### src/hw/rtl/lbs_pkg.sv
package lbs_pkg;

    localparam int QueueDepth = 32;
    localparam int QPtrW      = (QueueDepth > 1) ? $clog2(QueueDepth) : 1;
    localparam int QFillW     = $clog2(QueueDepth + 1);
    localparam int EntryW     = 32;

    typedef logic [1:0] t_op;

    localparam t_op OP_SET   = 2'd0;
    localparam t_op OP_BLINK = 2'd1;
    localparam t_op OP_TICK  = 2'd2;

    localparam logic [1:0] CFG_TICK_MS     = 2'd0;
    localparam logic [1:0] CFG_ON_TIME_MS  = 2'd1;
    localparam logic [1:0] CFG_OFF_TIME_MS = 2'd2;

    localparam logic [9:0]  TICK_MS_RST     = 10'd10;
    localparam logic [15:0] ON_TIME_MS_RST  = 16'd250;
    localparam logic [15:0] OFF_TIME_MS_RST = 16'd500;

    typedef struct packed {
        t_op         op;
        logic [23:0] colour;
        logic [7:0]  blinks;
    } t_cmd;

    typedef struct packed {
        logic [9:0]  tick_ms;
        logic [15:0] on_time_ms;
        logic [15:0] off_time_ms;
    } t_cfg;

endpackage

### src/hw/rtl/lbs_ram.sv
module lbs_ram #(
    parameter int Width = 32,
    parameter int Depth = 32,
    localparam int AddrW = (Depth > 1) ? $clog2(Depth) : 1
) (
    input  logic             i_clk,
    input  logic             i_we,
    input  logic [AddrW-1:0] i_waddr,
    input  logic [Width-1:0] i_wdata,
    input  logic [AddrW-1:0] i_raddr,
    output logic [Width-1:0] o_rdata
);

    logic [Width-1:0] r_mem [Depth];
    logic [Width-1:0] r_rdata;

    always_ff @(posedge i_clk) begin
        if (i_we) begin
            r_mem[i_waddr] <= i_wdata;
        end
        r_rdata <= r_mem[i_raddr];
    end

    assign o_rdata = r_rdata;

endmodule

### src/hw/rtl/lbs_front.sv
module lbs_front (
    input  logic          start,
    input  lbs_pkg::t_op  i_opcode,
    input  logic [7:0]    i_red,
    input  logic [7:0]    i_green,
    input  logic [7:0]    i_blue,
    input  logic [7:0]    i_blinks,
    input  logic          i_q_full,
    output logic          o_busy,
    output logic          o_push,
    output lbs_pkg::t_cmd o_cmd
);
    import lbs_pkg::*;

    logic w_known;

    // unknown opcode is swallowed here and never reaches the back end
    assign w_known = (i_opcode == OP_SET) || (i_opcode == OP_BLINK) || (i_opcode == OP_TICK);

    assign o_busy        = i_q_full;
    assign o_push        = start && !i_q_full && w_known;
    assign o_cmd.op      = i_opcode;
    assign o_cmd.colour  = {i_green, i_red, i_blue};
    assign o_cmd.blinks  = i_blinks;

endmodule

### src/hw/rtl/lbs_cmdq.sv
module lbs_cmdq (
    input  logic          i_clk,
    input  logic          i_rst_n,
    input  logic          i_push,
    input  lbs_pkg::t_cmd i_cmd,
    input  logic          i_pop,
    output logic          o_full,
    output logic          o_valid,
    output lbs_pkg::t_cmd o_cmd
);
    import lbs_pkg::*;

    t_cmd       r_slot [2];
    logic       r_wptr;
    logic       r_rptr;
    logic [1:0] r_count;
    logic       w_pop;

    assign w_pop   = i_pop && (r_count != 2'd0);
    assign o_full  = (r_count == 2'd2);
    assign o_valid = (r_count != 2'd0);
    assign o_cmd   = r_slot[r_rptr];

    always_ff @(posedge i_clk) begin
        if (!i_rst_n) begin
            r_wptr  <= 1'b0;
            r_rptr  <= 1'b0;
            r_count <= 2'd0;
        end else begin
            if (i_push) begin
                r_slot[r_wptr] <= i_cmd;
                r_wptr         <= ~r_wptr;
            end
            if (w_pop) begin
                r_rptr <= ~r_rptr;
            end
            r_count <= r_count + {1'b0, i_push} - {1'b0, w_pop};
        end
    end

endmodule

### src/hw/rtl/lbs_back.sv
module lbs_back (
    input  logic          i_clk,
    input  logic          i_rst_n,
    input  lbs_pkg::t_cfg i_cfg,
    input  logic          i_cmd_valid,
    input  lbs_pkg::t_cmd i_cmd,
    output logic          o_cmd_pop,
    output logic          o_valid,
    output logic [23:0]   o_led_word,
    output logic          o_is_blink_phase
);
    import lbs_pkg::*;

    typedef enum logic {S_IDLE, S_POP} t_state;

    t_state              r_state, n_state;
    logic [23:0]         r_base, n_base;
    logic [23:0]         r_blink, n_blink;
    logic [8:0]          r_phases, n_phases;
    logic [15:0]         r_timer, n_timer;
    logic [QPtrW-1:0]    r_head, n_head;
    logic [QPtrW-1:0]    r_tail, n_tail;
    logic [QFillW-1:0]   r_fill, n_fill;
    logic                r_valid, n_valid;
    logic [23:0]         r_led, n_led;
    logic                r_is_blink, n_is_blink;

    logic                w_we;
    logic [EntryW-1:0]   w_rdata;
    logic                w_on;

    lbs_ram #(.Width(EntryW), .Depth(QueueDepth)) u_task_ram (
        .i_clk   (i_clk),
        .i_we    (w_we),
        .i_waddr (r_tail),
        .i_wdata ({i_cmd.colour, i_cmd.blinks}),
        .i_raddr (r_head),
        .o_rdata (w_rdata)
    );

    // even phases show the blink colour
    assign w_on = !r_phases[0];

    always_comb begin
        n_state    = r_state;
        n_base     = r_base;
        n_blink    = r_blink;
        n_phases   = r_phases;
        n_timer    = r_timer;
        n_head     = r_head;
        n_tail     = r_tail;
        n_fill     = r_fill;
        n_valid    = 1'b0;
        n_led      = r_led;
        n_is_blink = r_is_blink;
        w_we       = 1'b0;
        o_cmd_pop  = 1'b0;
        unique case (r_state)
            S_IDLE: begin
                if (i_cmd_valid) begin
                    o_cmd_pop = 1'b1;
                    unique case (i_cmd.op)
                        OP_SET: begin
                            n_base = i_cmd.colour;
                            if (r_phases == 9'd0 && r_timer == 16'd0) begin
                                n_valid    = 1'b1;
                                n_led      = i_cmd.colour;
                                n_is_blink = 1'b0;
                            end
                        end
                        OP_BLINK: begin
                            if (r_fill < QFillW'(QueueDepth)) begin
                                w_we   = 1'b1;
                                n_tail = (r_tail == QPtrW'(QueueDepth - 1)) ? '0 : r_tail + 1'b1;
                                n_fill = r_fill + 1'b1;
                            end
                        end
                        OP_TICK: begin
                            if (r_timer > {6'd0, i_cfg.tick_ms}) begin
                                n_timer = r_timer - {6'd0, i_cfg.tick_ms};
                            end else if (r_phases != 9'd0) begin
                                n_valid    = 1'b1;
                                n_led      = w_on ? r_blink : r_base;
                                n_is_blink = w_on;
                                n_timer    = w_on ? i_cfg.on_time_ms : i_cfg.off_time_ms;
                                n_phases   = r_phases - 9'd1;
                            end else if (r_fill != '0) begin
                                n_state = S_POP;
                            end else begin
                                n_timer = 16'd0;
                            end
                        end
                        default: begin
                        end
                    endcase
                end
            end
            S_POP: begin
                n_head  = (r_head == QPtrW'(QueueDepth - 1)) ? '0 : r_head + 1'b1;
                n_fill  = r_fill - 1'b1;
                n_state = S_IDLE;
                if (w_rdata[7:0] != 8'd0) begin
                    n_blink    = w_rdata[31:8];
                    n_phases   = {w_rdata[7:0], 1'b0} - 9'd1;
                    n_timer    = i_cfg.on_time_ms;
                    n_valid    = 1'b1;
                    n_led      = w_rdata[31:8];
                    n_is_blink = 1'b1;
                end else begin
                    // zero-count task is dropped
                    n_timer = 16'd0;
                end
            end
            default: begin
                n_state = S_IDLE;
            end
        endcase
    end

    always_ff @(posedge i_clk) begin
        if (!i_rst_n) begin
            r_state    <= S_IDLE;
            r_base     <= '0;
            r_blink    <= '0;
            r_phases   <= '0;
            r_timer    <= '0;
            r_head     <= '0;
            r_tail     <= '0;
            r_fill     <= '0;
            r_valid    <= 1'b0;
        end else begin
            r_state    <= n_state;
            r_base     <= n_base;
            r_blink    <= n_blink;
            r_phases   <= n_phases;
            r_timer    <= n_timer;
            r_head     <= n_head;
            r_tail     <= n_tail;
            r_fill     <= n_fill;
            r_valid    <= n_valid;
        end
        r_led      <= n_led;
        r_is_blink <= n_is_blink;
    end

    assign o_valid          = r_valid;
    assign o_led_word       = r_led;
    assign o_is_blink_phase = r_is_blink;

endmodule

### src/hw/rtl/led_blink_sequencer_core.sv
// led blink sequencer: drives the 24-bit colour word of an rgb led
// command channel: a request is taken at a clock edge with start high and
// busy low; i_opcode selects set base colour, queue blink task or timer tick
// colour fields are packed as green, red, blue into o_led_word
// result channel: o_valid is high for one cycle with o_led_word and
// o_is_blink_phase; the receiver cannot stall, so every strobe is final
// config channel: i_cfg_valid / o_cfg_ready with i_cfg_index (0 tick step,
// 1 on time, 2 off time) and i_cfg_data; ready is always high
// a result passes through the command queue and the result register; a tick
// that pulls a task from the task queue also passes through the pop state
// throughput: one request per cycle while busy is low; the back end adds the
// pop state on a tick that pops a task (registered read of the task ram), and
// the two-entry command queue in front absorbs that, raising busy when full
// a full 32-entry task queue drops a new blink task silently
// reset (synchronous, active low) clears colours, phase count, timer, queue
// pointers and the command queue, and loads the default timing registers;
// no clearing pass, task ram contents are only read after being written
module led_blink_sequencer_core (
    input  logic          i_clk,
    input  logic          i_rst_n,
    // command request
    input  logic          start,
    output logic          busy,
    input  lbs_pkg::t_op  i_opcode,
    input  logic [7:0]    i_red,
    input  logic [7:0]    i_green,
    input  logic [7:0]    i_blue,
    input  logic [7:0]    i_blinks,
    // result strobe
    output logic          o_valid,
    output logic [23:0]   o_led_word,
    output logic          o_is_blink_phase,
    // config writes
    input  logic          i_cfg_valid,
    output logic          o_cfg_ready,
    input  logic [1:0]    i_cfg_index,
    input  logic [15:0]   i_cfg_data
);
    import lbs_pkg::*;

    t_cfg r_cfg;
    logic w_push;
    t_cmd w_push_cmd;
    logic w_q_full;
    logic w_q_valid;
    t_cmd w_q_cmd;
    logic w_q_pop;

    // config register file, writable any cycle
    assign o_cfg_ready = 1'b1;

    always_ff @(posedge i_clk) begin
        if (!i_rst_n) begin
            r_cfg.tick_ms     <= TICK_MS_RST;
            r_cfg.on_time_ms  <= ON_TIME_MS_RST;
            r_cfg.off_time_ms <= OFF_TIME_MS_RST;
        end else if (i_cfg_valid && o_cfg_ready) begin
            unique case (i_cfg_index)
                CFG_TICK_MS:     r_cfg.tick_ms     <= i_cfg_data[9:0];
                CFG_ON_TIME_MS:  r_cfg.on_time_ms  <= i_cfg_data;
                CFG_OFF_TIME_MS: r_cfg.off_time_ms <= i_cfg_data;
                default: begin
                end
            endcase
        end
    end

    // front end: accept and classify requests
    lbs_front u_front (
        .start    (start),
        .i_opcode (i_opcode),
        .i_red    (i_red),
        .i_green  (i_green),
        .i_blue   (i_blue),
        .i_blinks (i_blinks),
        .i_q_full (w_q_full),
        .o_busy   (busy),
        .o_push   (w_push),
        .o_cmd    (w_push_cmd)
    );

    // short command queue decoupling front and back
    lbs_cmdq u_cmdq (
        .i_clk   (i_clk),
        .i_rst_n (i_rst_n),
        .i_push  (w_push),
        .i_cmd   (w_push_cmd),
        .i_pop   (w_q_pop),
        .o_full  (w_q_full),
        .o_valid (w_q_valid),
        .o_cmd   (w_q_cmd)
    );

    // back end: colours, phase timer, task queue, result register
    lbs_back u_back (
        .i_clk            (i_clk),
        .i_rst_n          (i_rst_n),
        .i_cfg            (r_cfg),
        .i_cmd_valid      (w_q_valid),
        .i_cmd            (w_q_cmd),
        .o_cmd_pop        (w_q_pop),
        .o_valid          (o_valid),
        .o_led_word       (o_led_word),
        .o_is_blink_phase (o_is_blink_phase)
    );

endmodule

### config.mk
export PLATFORM = sky130hd
export DESIGN_NAME = led_blink_sequencer_core
export DESIGN_NICKNAME = d
export VERILOG_FILES = /design/src/hw/rtl/lbs_pkg.sv /design/src/hw/rtl/lbs_ram.sv /design/src/hw/rtl/lbs_front.sv /design/src/hw/rtl/lbs_cmdq.sv /design/src/hw/rtl/lbs_back.sv /design/src/hw/rtl/led_blink_sequencer_core.sv
export SDC_FILE = /design/constraint.sdc
export NUM_CORES = 2
export LEC_CHECK = 0
export CORE_UTILIZATION = 25
export CTS_CLUSTER_DIAMETER = 30
export DETAILED_ROUTE_END_ITERATION = 7
export DONT_BUFFER_PORTS = 1
export PLACE_DENSITY = 0.43
export SYNTH_ARGS = -nofsm -noshare
export SYNTH_HDL_FRONTEND = slang
export SYNTH_SLANG_ARGS = --single-unit
export TNS_END_PERCENT = 50
### constraint.sdc
create_clock -name i_clk -period 3.55 [get_ports i_clk]
set_input_delay 0.5325 -clock i_clk [delete_from_list [all_inputs] [get_ports i_clk]]
set_output_delay 0.5325 -clock i_clk [all_outputs]
set_load 0.02 [all_outputs]
==> out/results.ini <==
[floorplan]
fp.dieW_um = 449
start_util = 0.253
coreArea_sq_mm = 0.198
io_pins = 84
die_area_sq_mm = 0.202
fp-row-count = 163
die_h_um = 449

[yosys]
synthFlopType = edfxtp_1
synth_commonest_cells = edfxtp_1 (1117), mux4_2 (320), nand2_1 (206)
syn_area_sq_mm = 0.0501
yosys_warnings = 0
syn_area_per_cell_sq_um = 19.0
synth_edf_count = 1117
async_flop_share = 0
yosys.area.top_type_share = 0.670
synth_fa_ha_area_frac = 0.00755
synth-simple-area-share = 0.0376
synth_nets = 2715
synth_top_family_by_area = multiplexers
yosysMostFrequentCell = edfxtp_1
synth_xor_area_frac = 0.00420
yosysTopAreaCell = edfxtp_1
synth_cells = 2630
synth_seq_area_share = 0.738
synth.distinct_cells = 69
synth_seq_cells = 1287
synthMuxAreaShare = 0.171
netlist_top_cells_area = edfxtp_1 (67%), mux4_2 (14%), dfxtp_1 (6.8%), nand2_1 (1.5%), mux2_2 (1.5%)
synth_compound_area_frac = 0.0283

[global_routing]
grt_usage = 0.140
grt_pass1_vias = 27687
grt_max_degree = 65
grt_pass1_wl_um = 204000
grt_overflow = 0
antenna_found_initial = 9

[clock_tree]
cts_max_level = 5
cts_root_buffer = clkbuf_16
cts.sinks = 1287
ctsResizeCount = 0
worstSkewPairLatency_ns = 0.88
cts_tree = built
numCtsBuffers = 297
cts_buffer_depth = 4
clkSlewWorstSetupHoldPaths_ns = 0.05

[critical_path]
crit_type = reg2reg
crit_fanout = 9
required_ns = 4.23
critPathTopFamily = compound AO/OA/AOI/OAI gates
path_buf_inv = 2
crit_chain = inv_1 -> ha_1 -> fa_1 -> nand2b_1 -> a21o_1 -> a2111oi_0 -> or2_1 -> buf_4 -> nor3_1 -> o21ai_0 -> a31oi_1
critical_path_arrival_ns = 3.93
crit_path_start_kind = flip-flop
critPathCaptureType = flip-flop
slowest_delay_ns = 0.67
cp_slowest_cell = a2111oi_0

[status]
status = complete, no violations

[place]
dp_cells = 5260
io_buffers = 0
dp_hpwl_um = 80600
gp_routability_congestion = 0.772

[timing]
max_slew_margin = 0.258
post-route-period-util = 0.916
report.final.hold_viol_count = 0
finalSetupViolations = 0
fmax_ghz = 0.308
setup-tns-final_ns = 0
slew_viol_final = 0
hold_ws_ns = 0.0995
clock_skew_ns = 0.0597
min_period_ns = 3.25
tightest_slew_ns = 1.11
rsz0062_at_grt = false

[drt]
wl_met3_um = 7350
drt_first_pass_iters = 7
ant_nets = 0
maxUsedRoutingLayer = met4
vias_per_cell = 4.50
drt_iter0_drc = 2034
dr_wl_met2_um = 64900
wire_per_inst_um = 24.2
routed_wl_um = 141000
wl_met1_um = 66300
vias = 26288
drc = 0

[pwr]
p_leak_nw = 20.6
ir_worst_vdd_uv = 470
power_per_cell_area_mw_per_mm2 = 750

[cells_and_area]
drive_gt1_frac = 0.326
nNetsFinal = 3060
stdcell_count = 5836
multiInputGateArea_sq_mm = 0.0127
fillers = 18784
final-seq-area_sq_mm = 0.0370
area_growth_pct = 30.2

[run]
maxCapViolations = 0

[min_path]
hold_class = in2reg

==> cell families after synthesis <==
logic type	count (synthesis)
other cells	1
compound gates	241
fa+ha+maj	29
simple gates	429
xor+xnor	24
mux	447
buf+inv	172
flops	1287
==> routing by layer <==
| layer | track usage | up-vias |
|---|---|---|
| li1 | - | 11415 |
| met1 | 0.196 | 13939 |
| met2 | 0.214 | 684 |
| met3 | 0.0332 | 250 |
| met4 | 0.0412 | 0 |
| met5 | 0 | - |
==> layout make-up <==
class / instances / area share
clock inverters: 164 / 0.0296
diodes: 3 / 0.000115
clock buffers: 353 / 0.122
inverters: 28 / 0.00165
repair buffers: 190 / 0.0336
well taps: 2640 / 0.0507
flip-flops and latches: 1287 / 0.567
multi-input cells: 1171 / 0.196
==> final timing paths <==
check | startpoint | endpoint | slack (ns) | cells past startpoint
worst max-delay path | u_back.r_timer[0] | u_back.r_timer[6] | 0.30 | 11
worst min-delay path | i_rst_n | flip-flop | 0.1 | 2
worst max register to register | u_back.r_timer[0] | u_back.r_timer[6] | 0.30 | 11
worst min register to register | u_back.u_task_ram.o_rdata[22] | u_back.r_blink[14] | 0.45 | 2
==> cells in the final DEF, fill, tap and decap left out, drive strengths merged, types with 3 or more instances in the layout <==
cell / n
a21boi: 3
a21o: 3
a21oi: 88
a221oi: 7
a311oi: 3
a31oi: 18
and3: 5
buf: 135
bufinv: 37
clkbuf: 353
clkinv: 82
clkinvlp: 28
dfxtp: 170
diode: 3
dlygate4sd3: 55
edfxtp: 1117
ha: 27
inv: 45
mux2: 68
mux2i: 59
mux4: 320
nand2: 206
nand2b: 4
nand3: 28
nand3b: 9
nand4: 3
nor2: 116
nor2b: 4
nor3: 21
nor3b: 3
nor4: 10
o211ai: 7
o21ai: 80
o21bai: 3
o2bb2ai: 3
o31ai: 5
or3: 6
or4: 4
xnor2: 11
xor2: 13
==> worst reg2reg max path, cell delays in order (launching register included) <==
cell and delay (ns):
dfxtp_1 0.32, inv_1 0.06, ha_1 0.20, fa_1 0.41, nand2b_1 0.20, a21o_1 0.17
a2111oi_0 0.67, or2_1 0.49, buf_4 0.23, nor3_1 0.06, o21ai_0 0.16, a31oi_1 0.10
==> power breakdown <==
| part | switching [W] | internal [W] | leakage (nW) |
|---|---|---|---|
| Combinational | 0.00271 | 0.00133 | 4.40 |
| Sequential | 0.000406 | 0.0177 | 11.4 |
| Clock | 0.00829 | 0.0185 | 4.76 |
| Total | 0.0114 | 0.0375 | 20.6 |
==> stage by stage <==
stage	power (W)	setup WS (ns)	cell area [sq um]	utilization
floorplan	0.0207	-0.0683	50100	-
global placement	0.0223	0.332	54700	0.276
detailed placement	0.0224	0.300	54700	0.276
CTS	0.0495	0.299	65200	0.329
global route	0.0506	0.0664	65200	0.329
finish	0.0489	0.298	65200	0.329
==> sequential cells by signal (all words and copies together) (netlist names), 6 cells and up, named ones only <==
| signal | cells |
|---|---|
| r_cfg | 42 |
| u_back.o_led_word | 24 |
| u_back.r_base | 24 |
| u_back.r_blink | 24 |
| u_back.r_fill | 6 |
| u_back.r_phases | 9 |
| u_back.r_timer | 16 |
| u_back.u_task_ram.o_rdata | 32 |
| u_back.u_task_ram.r_mem | 1024 |
| u_cmdq.r_slot | 68 |
==> repair_timing <==
action / 4_1_cts / 5_1_grt
buffers inserted: 0 / 0
hold buffers: 56 / 0
hold endpoints to repair: 132 / 0
Note: power is estimated with default switching activity, not from simulation.
